**config.mk**
```make
export PLATFORM = sky130hd
export DESIGN_NAME = exponential_gain_ramp
export DESIGN_NICKNAME = d
export VERILOG_FILES = /design/src/egr_pkg.sv /design/src/egr_front.sv /design/src/egr_queue.sv /design/src/egr_back.sv /design/src/exponential_gain_ramp.sv
export VERILOG_INCLUDE_DIRS = /design/src /design/src/src
export SDC_FILE = /design/constraint.sdc
export NUM_CORES = 2
export LEC_CHECK = 0
export ABC_AREA = 1
export BUFFER_PORTS_ARGS = -buffer_cell sky130_fd_sc_hd__buf_4
export CORE_MARGIN = 1
export CORE_UTILIZATION = 43
export CTS_CLUSTER_DIAMETER = 80
export DETAILED_ROUTE_END_ITERATION = 10
export HOLD_SLACK_MARGIN = 0.05
export PLACE_DENSITY_LB_ADDON = 0.15
export SLEW_MARGIN = 15
export SYNTH_ARGS = -nofsm -noshare
export SYNTH_HDL_FRONTEND = slang
export SYNTH_HIERARCHICAL = 1
export SYNTH_SLANG_ARGS = --single-unit
```
**constraint.sdc**
```tcl
create_clock -name clk -period 9.7 [get_ports clk]
set_clock_uncertainty 0.1 [all_clocks]
set_input_delay 0 -clock clk [delete_from_list [all_inputs] [get_ports clk]]
set_output_delay 0 -clock clk [all_outputs]
set_load 0.02 [all_outputs]
```
**src/exponential_gain_ramp_assert.svh**
```systemverilog
// ----------------------------------------------------------------------------
// Assertion macros for the exponential gain ramp
// Shared property forms; the asserting module must have clk and arst_n.
// ----------------------------------------------------------------------------
`ifndef EXPONENTIAL_GAIN_RAMP_ASSERT_SVH
`define EXPONENTIAL_GAIN_RAMP_ASSERT_SVH

// Same-cycle implication, checked out of reset.
`define EGR_ASSERT_IMPL(name, ante, cons) \
	name: assert property (@(posedge clk) disable iff (!arst_n) (ante) |-> (cons)) \
		else $error("egr assertion failed");

// Next-cycle implication, checked out of reset.
`define EGR_ASSERT_NEXT(name, ante, cons) \
	name: assert property (@(posedge clk) disable iff (!arst_n) (ante) |=> (cons)) \
		else $error("egr assertion failed");

`endif

```
**src/egr_pkg.sv**
```systemverilog
// ----------------------------------------------------------------------------
// egr_pkg
// Types, constants and codes shared by the exponential gain ramp modules.
// ----------------------------------------------------------------------------
`default_nettype none

package egr_pkg;

	// Sizes
	localparam int MAX_CHANNELS   = 8;
	localparam int MAX_FRAME      = 256;
	localparam int SAMPLE_BITS    = 24;
	localparam int GAIN_FRAC_BITS = 30;
	localparam int GAIN_BITS      = 32;
	localparam int CH_W           = $clog2(MAX_CHANNELS);
	localparam int PER_W          = $clog2(MAX_FRAME);
	localparam int CHCFG_W        = 4;
	localparam int FRCFG_W        = 9;
	localparam int QUEUE_DEPTH    = 2;
	localparam int QPTR_W         = (QUEUE_DEPTH > 1) ? $clog2(QUEUE_DEPTH) : 1;
	localparam int QCNT_W         = $clog2(QUEUE_DEPTH + 1);

	// Volume step to gain: 2^F = 255 * VOL_QUO + VOL_REM
	localparam logic [GAIN_BITS-1:0] VOL_QUO = GAIN_BITS'((64'd1 << GAIN_FRAC_BITS) / 255);
	localparam logic [7:0]           VOL_REM = 8'((64'd1 << GAIN_FRAC_BITS) % 255);

	// Register reset values
	localparam logic [GAIN_BITS-1:0] UP_FACTOR_RST   = 32'd1073762976;
	localparam logic [GAIN_BITS-1:0] DOWN_FACTOR_RST = 32'd1073720672;
	localparam logic [GAIN_BITS-1:0] MIN_GAIN_RST    = 32'd10737418;
	localparam logic [GAIN_BITS-1:0] SNAP_RST        = 32'd1073742;
	localparam logic [CHCFG_W-1:0]   CHANNELS_RST    = 4'd2;
	localparam logic [FRCFG_W-1:0]   FRAME_RST       = 9'd64;
	localparam logic [GAIN_BITS-1:0] GAIN_ONE        = GAIN_BITS'(64'd1 << GAIN_FRAC_BITS);

	// Operation codes
	typedef enum logic [1:0] {
		OP_SAMPLE = 2'd0,
		OP_VOLUME = 2'd1,
		OP_MUTE   = 2'd2
	} op_t;

	// Frame ramp mode
	typedef enum logic [1:0] {
		MODE_IDLE = 2'd0,
		MODE_UP   = 2'd1,
		MODE_DOWN = 2'd2
	} mode_t;

	// Register indexes
	typedef enum logic [2:0] {
		REG_UP_FACTOR   = 3'd0,
		REG_DOWN_FACTOR = 3'd1,
		REG_MIN_GAIN    = 3'd2,
		REG_SNAP        = 3'd3,
		REG_INIT_GAIN   = 3'd4,
		REG_CHANNELS    = 3'd5,
		REG_FRAME       = 3'd6
	} reg_idx_t;

	typedef struct packed {
		logic [1:0]                    operation;
		logic signed [SAMPLE_BITS-1:0] sample_in;
		logic [7:0]                    volume_step;
		logic                          mute_request;
	} in_item_t;

	typedef struct packed {
		logic signed [SAMPLE_BITS-1:0] sample_out;
		logic [2:0]                    channel_index;
		logic                          frame_last;
		logic [1:0]                    ramp_status;
	} out_item_t;

	// Classified request between front and back
	typedef struct packed {
		op_t                  kind;
		logic [GAIN_BITS-1:0] payload;
	} q_ent_t;

	// Queue status toward both sides
	typedef struct packed {
		logic full;
		logic not_empty;
	} q_stat_t;

endpackage

`default_nettype wire

```
**src/egr_front.sv**
```systemverilog
// ----------------------------------------------------------------------------
// egr_front
// Accepts input requests, drops unknown codes, turns volume steps into gains.
// ----------------------------------------------------------------------------
`default_nettype none

module egr_front import egr_pkg::*; (
	input  wire in_item_t in_data,
	input  wire logic     in_valid,
	output logic          in_stall,
	input  wire q_stat_t  q_stat,
	output logic          push,
	output q_ent_t        push_ent
);

	logic [GAIN_BITS-1:0] vol_base;
	logic [15:0]          vol_rem;
	logic [23:0]          vol_qprod;
	logic [GAIN_BITS-1:0] vol_gain;

	// Volume gain: step*VOL_QUO + floor((step*VOL_REM + 127) / 255)
	always_comb begin
		vol_base  = GAIN_BITS'(in_data.volume_step) * VOL_QUO;
		vol_rem   = 16'(in_data.volume_step) * 16'(VOL_REM) + 16'd127;
		vol_qprod = (24'(vol_rem) + 24'd1) * 24'd257;
		vol_gain  = vol_base + GAIN_BITS'(vol_qprod[23:16]);
	end

	// Hold off the source while the queue is full
	assign in_stall = q_stat.full;

	// Classify the request
	always_comb begin
		push             = 1'b0;
		push_ent.kind    = OP_SAMPLE;
		push_ent.payload = GAIN_BITS'($unsigned(in_data.sample_in));
		case (in_data.operation)
			OP_SAMPLE: begin
				push = in_valid && !q_stat.full;
			end
			OP_VOLUME: begin
				push             = in_valid && !q_stat.full;
				push_ent.kind    = OP_VOLUME;
				push_ent.payload = vol_gain;
			end
			OP_MUTE: begin
				push             = in_valid && !q_stat.full;
				push_ent.kind    = OP_MUTE;
				push_ent.payload = GAIN_BITS'(in_data.mute_request);
			end
			default: begin
				push = 1'b0;
			end
		endcase
	end

endmodule

`default_nettype wire

```
**src/egr_queue.sv**
```systemverilog
// ----------------------------------------------------------------------------
// egr_queue
// Short request queue that decouples the front from the back.
// ----------------------------------------------------------------------------
`default_nettype none

module egr_queue import egr_pkg::*; (
	input  wire         clk,
	input  wire         arst_n,
	input  wire logic   push,
	input  wire q_ent_t push_ent,
	input  wire logic   pop,
	output q_ent_t      head,
	output q_stat_t     stat
);

	q_ent_t            mem_q [QUEUE_DEPTH];
	logic [QPTR_W-1:0] wr_ptr_q;
	logic [QPTR_W-1:0] rd_ptr_q;
	logic [QCNT_W-1:0] count_q;

	assign head           = mem_q[rd_ptr_q];
	assign stat.full      = (count_q == QCNT_W'(QUEUE_DEPTH));
	assign stat.not_empty = (count_q != '0);

	// Advance pointers and count
	always_ff @(posedge clk or negedge arst_n) begin
		if (!arst_n) begin
			wr_ptr_q <= '0;
			rd_ptr_q <= '0;
			count_q  <= '0;
		end else begin
			if (push) begin
				wr_ptr_q <= (wr_ptr_q == QPTR_W'(QUEUE_DEPTH - 1)) ? '0 : wr_ptr_q + 1'b1;
			end
			if (pop) begin
				rd_ptr_q <= (rd_ptr_q == QPTR_W'(QUEUE_DEPTH - 1)) ? '0 : rd_ptr_q + 1'b1;
			end
			if (push && !pop) begin
				count_q <= count_q + 1'b1;
			end else if (pop && !push) begin
				count_q <= count_q - 1'b1;
			end
		end
	end

	// Store entries
	always_ff @(posedge clk) begin
		if (push) begin
			mem_q[wr_ptr_q] <= push_ent;
		end
	end

endmodule

`default_nettype wire

```
**src/egr_back.sv**
```systemverilog
// ----------------------------------------------------------------------------
// egr_back
// Gain state, frame ramp control, shared multiplier and output register.
// ----------------------------------------------------------------------------
`default_nettype none

module egr_back import egr_pkg::*; (
	input  wire             clk,
	input  wire             arst_n,
	input  wire logic       cfg_valid,
	input  wire logic [2:0] cfg_index,
	input  wire logic [31:0] cfg_data,
	input  wire q_ent_t     head,
	input  wire q_stat_t    q_stat,
	output logic            pop,
	output logic            out_valid,
	input  wire logic       out_stall,
	output out_item_t       out_data
);

	`include "exponential_gain_ramp_assert.svh"

	localparam int PROD_W = 2 * GAIN_BITS;
	localparam int RND_W  = PROD_W - GAIN_FRAC_BITS;
	localparam logic [PROD_W-1:0] RND_HALF = PROD_W'(1) << (GAIN_FRAC_BITS - 1);
	localparam logic [RND_W-1:0]  NEG_LIM  = RND_W'(1) << (SAMPLE_BITS - 1);
	localparam logic [RND_W-1:0]  POS_LIM  = NEG_LIM - 1'b1;

	typedef enum logic [5:0] {
		ST_IDLE   = 6'b000001,
		ST_DECIDE = 6'b000010,
		ST_GMUL   = 6'b000100,
		ST_GRND   = 6'b001000,
		ST_SMUL   = 6'b010000,
		ST_OUT    = 6'b100000
	} state_t;

	state_t               state_q;
	logic [GAIN_BITS-1:0] up_q, down_q, min_q, snap_q;
	logic [CHCFG_W-1:0]   channels_q;
	logic [FRCFG_W-1:0]   frames_q;
	logic [GAIN_BITS-1:0] cur_q, target_q, stored_q;
	mode_t                mode_q;
	logic [CH_W-1:0]      ch_pos_q;
	logic [PER_W-1:0]     per_pos_q;
	logic                 out_valid_q;
	out_item_t            out_q;
	logic [PROD_W-1:0]    prod_q;
	logic [SAMPLE_BITS-1:0] mag_q;
	logic                 neg_q;

	logic [CHCFG_W-1:0]   nch;
	logic [FRCFG_W-1:0]   nfr;
	logic                 last_ch, last_fr, frame_start, out_free;
	logic [GAIN_BITS-1:0] diff, init_gain;
	mode_t                mode_n;
	logic [GAIN_BITS-1:0] mul_a, mul_b;
	logic [PROD_W-1:0]    prod, rsum;
	logic [RND_W-1:0]     rval, rclamp;
	logic [GAIN_BITS-1:0] gain_rnd;
	logic [SAMPLE_BITS-1:0] samp_rnd, head_samp;

	// Effective counts
	always_comb begin
		if (channels_q == '0) begin
			nch = CHCFG_W'(1);
		end else if (channels_q > CHCFG_W'(MAX_CHANNELS)) begin
			nch = CHCFG_W'(MAX_CHANNELS);
		end else begin
			nch = channels_q;
		end
		if (frames_q == '0) begin
			nfr = FRCFG_W'(1);
		end else if (frames_q > FRCFG_W'(MAX_FRAME)) begin
			nfr = FRCFG_W'(MAX_FRAME);
		end else begin
			nfr = frames_q;
		end
		last_ch     = (CHCFG_W'(ch_pos_q) + 1'b1) >= nch;
		last_fr     = last_ch && ((FRCFG_W'(per_pos_q) + 1'b1) >= nfr);
		frame_start = (ch_pos_q == '0) && (per_pos_q == '0);
	end

	// Frame decision against the latched target
	always_comb begin
		diff = (target_q >= cur_q) ? target_q - cur_q : cur_q - target_q;
		if (diff <= snap_q) begin
			mode_n = MODE_IDLE;
		end else if (target_q > cur_q) begin
			mode_n = MODE_UP;
		end else begin
			mode_n = MODE_DOWN;
		end
		init_gain = (cfg_data > min_q) ? cfg_data : min_q;
		head_samp = head.payload[SAMPLE_BITS-1:0];
	end

	// Shared multiplier and rounding
	always_comb begin
		if (state_q == ST_GMUL) begin
			mul_a = cur_q;
			mul_b = (mode_q == MODE_UP) ? up_q : down_q;
		end else begin
			mul_a = GAIN_BITS'(mag_q);
			mul_b = cur_q;
		end
		prod     = PROD_W'(mul_a) * PROD_W'(mul_b);
		rsum     = prod_q + RND_HALF;
		rval     = rsum[PROD_W-1:GAIN_FRAC_BITS];
		gain_rnd = (rval > RND_W'({GAIN_BITS{1'b1}})) ? '1 : GAIN_BITS'(rval);
		if (neg_q) begin
			rclamp   = (rval > NEG_LIM) ? NEG_LIM : rval;
			samp_rnd = SAMPLE_BITS'(~rclamp + 1'b1);
		end else begin
			rclamp   = (rval > POS_LIM) ? POS_LIM : rval;
			samp_rnd = SAMPLE_BITS'(rclamp);
		end
	end

	assign pop       = (state_q == ST_IDLE) && q_stat.not_empty;
	assign out_free  = !out_valid_q || !out_stall;
	assign out_valid = out_valid_q;
	assign out_data  = out_q;

	// Control and gain state
	always_ff @(posedge clk or negedge arst_n) begin
		if (!arst_n) begin
			state_q     <= ST_IDLE;
			up_q        <= UP_FACTOR_RST;
			down_q      <= DOWN_FACTOR_RST;
			min_q       <= MIN_GAIN_RST;
			snap_q      <= SNAP_RST;
			channels_q  <= CHANNELS_RST;
			frames_q    <= FRAME_RST;
			cur_q       <= GAIN_ONE;
			target_q    <= GAIN_ONE;
			stored_q    <= GAIN_ONE;
			mode_q      <= MODE_IDLE;
			ch_pos_q    <= '0;
			per_pos_q   <= '0;
			out_valid_q <= 1'b0;
		end else begin
			// Drop the result once taken, unless a new one loads now
			if (out_valid_q && !out_stall && state_q != ST_OUT) begin
				out_valid_q <= 1'b0;
			end
			case (state_q)
				ST_IDLE: begin
					if (q_stat.not_empty) begin
						case (head.kind)
							OP_VOLUME: begin
								stored_q <= head.payload;
								target_q <= head.payload;
							end
							OP_MUTE: begin
								target_q <= head.payload[0] ? '0 : stored_q;
							end
							OP_SAMPLE: begin
								state_q <= ST_DECIDE;
							end
							default: begin
								state_q <= ST_IDLE;
							end
						endcase
					end
				end
				ST_DECIDE: begin
					if (frame_start) begin
						mode_q <= mode_n;
						if (mode_n == MODE_IDLE) begin
							cur_q <= target_q;
						end else if (mode_n == MODE_UP && cur_q < min_q) begin
							cur_q <= min_q;
						end
					end
					if ((ch_pos_q == '0) && ((frame_start ? mode_n : mode_q) != MODE_IDLE)) begin
						state_q <= ST_GMUL;
					end else begin
						state_q <= ST_SMUL;
					end
				end
				ST_GMUL: begin
					state_q <= ST_GRND;
				end
				ST_GRND: begin
					cur_q   <= gain_rnd;
					state_q <= ST_SMUL;
				end
				ST_SMUL: begin
					state_q <= ST_OUT;
				end
				ST_OUT: begin
					if (out_free) begin
						out_valid_q <= 1'b1;
						state_q     <= ST_IDLE;
						if (last_ch) begin
							ch_pos_q  <= '0;
							per_pos_q <= last_fr ? '0 : per_pos_q + 1'b1;
						end else begin
							ch_pos_q <= ch_pos_q + 1'b1;
						end
					end
				end
				default: begin
					state_q <= ST_IDLE;
				end
			endcase
			// Register writes must arrive only while idle; the block itself does not enforce this
			if (cfg_valid) begin
				case (cfg_index)
					REG_UP_FACTOR:   up_q       <= cfg_data;
					REG_DOWN_FACTOR: down_q     <= cfg_data;
					REG_MIN_GAIN:    min_q      <= cfg_data;
					REG_SNAP:        snap_q     <= cfg_data;
					REG_INIT_GAIN: begin
						cur_q    <= init_gain;
						target_q <= init_gain;
						stored_q <= init_gain;
					end
					REG_CHANNELS:    channels_q <= cfg_data[CHCFG_W-1:0];
					REG_FRAME:       frames_q   <= cfg_data[FRCFG_W-1:0];
					default: begin
						up_q <= up_q;
					end
				endcase
			end
		end
	end

	// Datapath registers
	always_ff @(posedge clk) begin
		if (pop && head.kind == OP_SAMPLE) begin
			neg_q <= head_samp[SAMPLE_BITS-1];
			mag_q <= head_samp[SAMPLE_BITS-1] ? ~head_samp + 1'b1 : head_samp;
		end
		if (state_q == ST_GMUL || state_q == ST_SMUL) begin
			prod_q <= prod;
		end
		if (state_q == ST_OUT && out_free) begin
			out_q.sample_out    <= samp_rnd;
			out_q.channel_index <= 3'(ch_pos_q);
			out_q.frame_last    <= last_fr;
			out_q.ramp_status   <= mode_q;
		end
	end

	`EGR_ASSERT_NEXT(a_gmul_to_grnd, state_q == ST_GMUL, state_q == ST_GRND)
	`EGR_ASSERT_NEXT(a_smul_to_out, state_q == ST_SMUL, state_q == ST_OUT)
	`EGR_ASSERT_NEXT(a_frame_wrap, state_q == ST_OUT && out_free && last_fr,
		ch_pos_q == '0 && per_pos_q == '0 && out_valid_q)
	`EGR_ASSERT_IMPL(a_pop_only_idle, pop, state_q == ST_IDLE && q_stat.not_empty)

endmodule

`default_nettype wire

```
**src/exponential_gain_ramp.sv**
```systemverilog
// ----------------------------------------------------------------------------
// exponential_gain_ramp
// Smoothed per-frame gain with exponential ramps and mute for interleaved
// multichannel audio samples.
//
//   Channel  Signals                                  Handshake
//   in       in_valid, in_stall, in_data              valid high, stall low
//   out      out_valid, out_stall, out_data           valid high, stall low
//   cfg      cfg_valid, cfg_ready, cfg_index, cfg_data valid and ready high
//
// A sample passes through the back-end states pop, frame decision, multiply
// and output; at the first channel of a ramping period the one shared 32x32
// multiplier first updates the gain. Volume and mute requests act at the pop.
// A two-entry queue keeps the input open while the back end works or the
// output register waits on out_stall. No clearing pass after reset.
// ----------------------------------------------------------------------------
`default_nettype none

module exponential_gain_ramp import egr_pkg::*; (
	input  wire              clk,
	input  wire              arst_n,
	input  wire logic        in_valid,
	output logic             in_stall,
	input  wire in_item_t    in_data,
	output logic             out_valid,
	input  wire logic        out_stall,
	output out_item_t        out_data,
	input  wire logic        cfg_valid,
	output logic             cfg_ready,
	input  wire logic [2:0]  cfg_index,
	input  wire logic [31:0] cfg_data
);

	logic    push;
	logic    pop;
	q_ent_t  push_ent;
	q_ent_t  head;
	q_stat_t q_stat;

	// Register writes never wait
	assign cfg_ready = 1'b1;

	egr_front u_front (
		.in_data  (in_data),
		.in_valid (in_valid),
		.in_stall (in_stall),
		.q_stat   (q_stat),
		.push     (push),
		.push_ent (push_ent)
	);

	egr_queue u_queue (
		.clk      (clk),
		.arst_n   (arst_n),
		.push     (push),
		.push_ent (push_ent),
		.pop      (pop),
		.head     (head),
		.stat     (q_stat)
	);

	egr_back u_back (
		.clk       (clk),
		.arst_n    (arst_n),
		.cfg_valid (cfg_valid && cfg_ready),
		.cfg_index (cfg_index),
		.cfg_data  (cfg_data),
		.head      (head),
		.q_stat    (q_stat),
		.pop       (pop),
		.out_valid (out_valid),
		.out_stall (out_stall),
		.out_data  (out_data)
	);

endmodule

`default_nettype wire

```
==> summary.json <==
{
  "sta": {
    "rsz0062_at_grt": "false",
    "timing.fmax_mhz": 107,
    "slew_viol_final": 0,
    "worst_pin_slew_ns": 1.42,
    "finalSetupViolCount": 0,
    "final.period_utilization_pct": 96.5,
    "timing.final.crit_period_ns": 9.36,
    "timing.hold.ws_ns": 0.0925,
    "timing.setup.tns_ns": 0,
    "timing_hold_violations_final": 0,
    "max-slew-margin-rel_pct": 4.24
  },
  "floorplanning": {
    "row_count": 137,
    "core_area_mm2": 0.140,
    "die_h_um": 379,
    "floorplan.initialDensity_pct": 43.6,
    "top_level_ports": 108,
    "chipWidth_um": 379,
    "die_area_mm2": 0.144
  },
  "placement": {
    "placement.io_buffers": 106,
    "gp_congestion": 1.00,
    "numPlacedInstances": 9561,
    "hpwlAfterDp_um": 186000
  },
  "final_layout": {
    "num-fill-cells": 14000,
    "syn_to_final_growth_pct": 9.83,
    "layout.nets": 9245,
    "final_layout_size_suffix_gt1_share_pct": 7.20,
    "layoutNonFillerInstCount": 9737
  },
  "setup_path": {
    "setup.worst_path.start_class": "flip-flop",
    "cp.arrival_ns": 9.61,
    "critical-path-max-stage-delay_ns": 0.64,
    "crit_path_frequent_cell": "sky130_fd_sc_hd__inv_1",
    "slowest_stage": "sky130_fd_sc_hd__fa_1",
    "timing.critical_path.fanout_max": 23,
    "critical_path.endpoint_type": "flip-flop",
    "critPathKind": "flip-flop to flip-flop",
    "critPathRequiredTime_ns": 9.95
  },
  "synthesis": {
    "post_synth_inst_count": 7670,
    "syn-cell-area_mm2": 0.0611,
    "netlist-cell-type-count": 80,
    "postSynth.asyncResetShare_pct": 62.3,
    "post_synth_edffs": 158,
    "synth_sequential_area_ratio_pct": 18.6,
    "post_synthesis_cell_type_with_the_largest_combined_area": "sky130_fd_sc_hd__fa_1",
    "yosys_warnings": 6,
    "synth-seq-cells": 419,
    "netlist_top_cells_area": "sky130_fd_sc_hd__fa_1 29%, sky130_fd_sc_hd__inv_1 9.4%, sky130_fd_sc_hd__ha_1 9.2%, sky130_fd_sc_hd__dfrtp_1 8.5%, sky130_fd_sc_hd__nand2_1 8.4%",
    "yosysTopAreaCellShare_pct": 29.4,
    "postSynthAreaPerCell_um2": 7.97,
    "ys.flop_type": "sky130_fd_sc_hd__dfrtp_1"
  },
  "cts": {
    "root_buffer": "sky130_fd_sc_hd__clkbuf_16",
    "cts.sink_count": 419,
    "cts.htree.levels": 2,
    "latest_clock_arrival_within_the_worst_skew_pair_ns": 0.62,
    "max-clock-path-buffers": 3,
    "clk_pin_slew_worst_paths_ns": 0.06,
    "tritoncts": "built",
    "cts_inserted_buffers": 46
  },
  "outcome": {
    "status": "finished clean"
  },
  "global_routing": {
    "grt_first_pass_wirelength_um": 340000,
    "globalRouteOverflowTotal": 0,
    "grt_util_all_layers_pct": 32.0,
    "grt_antenna_before_repair": 1,
    "grt_start_max_net_pins": 71,
    "via_count_of_the_first_global_routing_pass": 53800
  },
  "drt": {
    "detailroute.via_count": 53000,
    "detail_route.first_pass.iterations": 9,
    "route.detailed.wl_per_inst_um": 23.3,
    "detailedRoute.firstIterationViolations": 4645,
    "totalWireLength_um": 227000,
    "detail_route.drc_violations": 0,
    "vias_per_cell": 5.44,
    "drt.antenna.violating_nets": 0
  },
  "job": {
    "drv_cap": 0
  },
  "min_path": {
    "holdCritPathClass": "input pin to flip-flop"
  }
}
[cell type report]
cell class | instances | area [um^2] | area share [%]
clock inverters | 24 | 287 | 0.427
well taps | 1876 | 2350 | 3.50
clock buffers | 62 | 1300 | 1.94
diodes | 1 | 2.50 | 0.00373
flip-flops and latches | 419 | 11300 | 16.9
multi-input cells | 5429 | 42900 | 63.9
repair buffers | 381 | 3140 | 4.68
inverters | 1545 | 5810 | 8.65
[critical path: cells and delay by family, from the launching register on]
kind / cells / cell delay, ns
mux: 1 / 0.42
xor+xnor: 1 / 0.46
compound gates: 2 / 0.46
fa+ha+maj: 9 / 4.72
simple gates: 7 / 1.24
flops: 1 / 0.36
buf+inv: 11 / 1.27
[per-layer routing]
layer | track usage [%] | share of wire (%) | vias to the layer above
met5 | 0 | 0 | -
met2 | 52.1 | 46 | 2206
met1 | 41.7 | 40 | 26400
li1 | - | - | 24000
met4 | 16.8 | 6.1 | 0
met3 | 4.10 | 7.1 | 427
[cells in the final DEF, fill, tap and decap left out, types with 33 or more instances in the layout]
cell and count:
sky130_fd_sc_hd__buf_4 291, sky130_fd_sc_hd__a211oi_1 38, sky130_fd_sc_hd__nor3_1 33, sky130_fd_sc_hd__nor2_1 1032, sky130_fd_sc_hd__inv_1 1523, sky130_fd_sc_hd__o21ai_1 49
sky130_fd_sc_hd__ha_1 450, sky130_fd_sc_hd__dfrtp_1 207, sky130_fd_sc_hd__nand4_1 48, sky130_fd_sc_hd__nand2_1 1368, sky130_fd_sc_hd__fa_1 898, sky130_fd_sc_hd__dlygate4sd3_1 85
sky130_fd_sc_hd__dfstp_2 53, sky130_fd_sc_hd__clkbuf_16 48, sky130_fd_sc_hd__edfxtp_1 158, sky130_fd_sc_hd__o21ai_0 447, sky130_fd_sc_hd__xor2_1 87, sky130_fd_sc_hd__a21oi_1 442
sky130_fd_sc_hd__nand3_1 186
[metrics by stage]
step / util (%) / setup slack [ns] / instance area (um^2)
2_1_floorplan: - / 1.57 / 61100
3_3_place_gp: 46.1 / 0.427 / 64600
3_5_place_dp: 46.1 / 0.472 / 64600
4_1_cts: 47.8 / 0.409 / 67100
5_1_grt: 47.9 / 0.0445 / 67100
6_report: 47.9 / 0.340 / 67100
[final timing paths]
check,cells past startpoint,to,start,slack (ns)
min reg2reg,2,u_queue/count_q[1],u_queue/count_q[1],0.37
min in group asynchronous,3,u_back/down_q[21],arst_n,0.51
max in group asynchronous,5,u_back/stored_q[8],arst_n,7.23
max,31,u_back/prod_q[35],u_back/mode_q[1],0.34
max reg2reg,31,u_back/prod_q[35],u_back/mode_q[1],0.34
min,4,u_back/out_valid,out_stall,0.09
[timing repair]
action,4_1_cts,5_1_grt
buffers inserted,0,3
setup endpoints to repair,0,22
hold buffers,86,0
gates resized for setup,0,2
endpoints found under the hold margin,420,0
[logic make-up after synthesis]
kind of cell / Yosys count / share of synthesized area, %
simple gates: 2754 / 18.1
compound gates: 1151 / 10.4
buf+inv: 1825 / 11.4
fa+ha+maj: 1348 / 38.6
other cells: 2 / 0.0123
xor+xnor: 109 / 1.57
flops: 419 / 18.6
mux: 62 / 1.28
[registers in the layout, indices dropped and copies added (netlist names)]
signal / count
u_back/down_q: 32
u_back/per_pos_q: 8
u_back/frames_q: 9
u_back/out_data: 30
u_back/mag_q: 24
u_queue/mem_q: 68
u_back/min_q: 32
u_back/state_q: 6
u_back/target_q: 32
u_back/neg_q: 1
u_back/mode_q: 2
u_queue/count_q: 2
u_back/stored_q: 32
u_back/out_valid: 1
u_back/prod_q: 35
u_back/cur_q: 32
u_back/snap_q: 32
u_back/channels_q: 4
u_queue/rd_ptr_q: 1
u_back/ch_pos_q: 3
u_back/up_q: 32
u_queue/wr_ptr_q: 1
[synth_stat cells, drive strengths merged (18+ instances only)]
cell type / n
a211oi: 38
a21oi: 445
a31oi: 18
buf: 37
clkbuf: 243
dfrtp: 208
dfstp: 53
edfxtp: 158
fa: 898
ha: 450
inv: 1532
mux2: 44
mux2i: 18
nand2: 1391
nand3: 190
nand4: 49
nor2: 1053
nor3: 37
o211a: 19
o211ai: 22
o21a: 25
o21ai: 505
xnor2: 22
xor2: 87
Power is left out: the tool's default activity adds up to more than one toggle a clock period on the data nets, which glitch-free logic cannot reach.
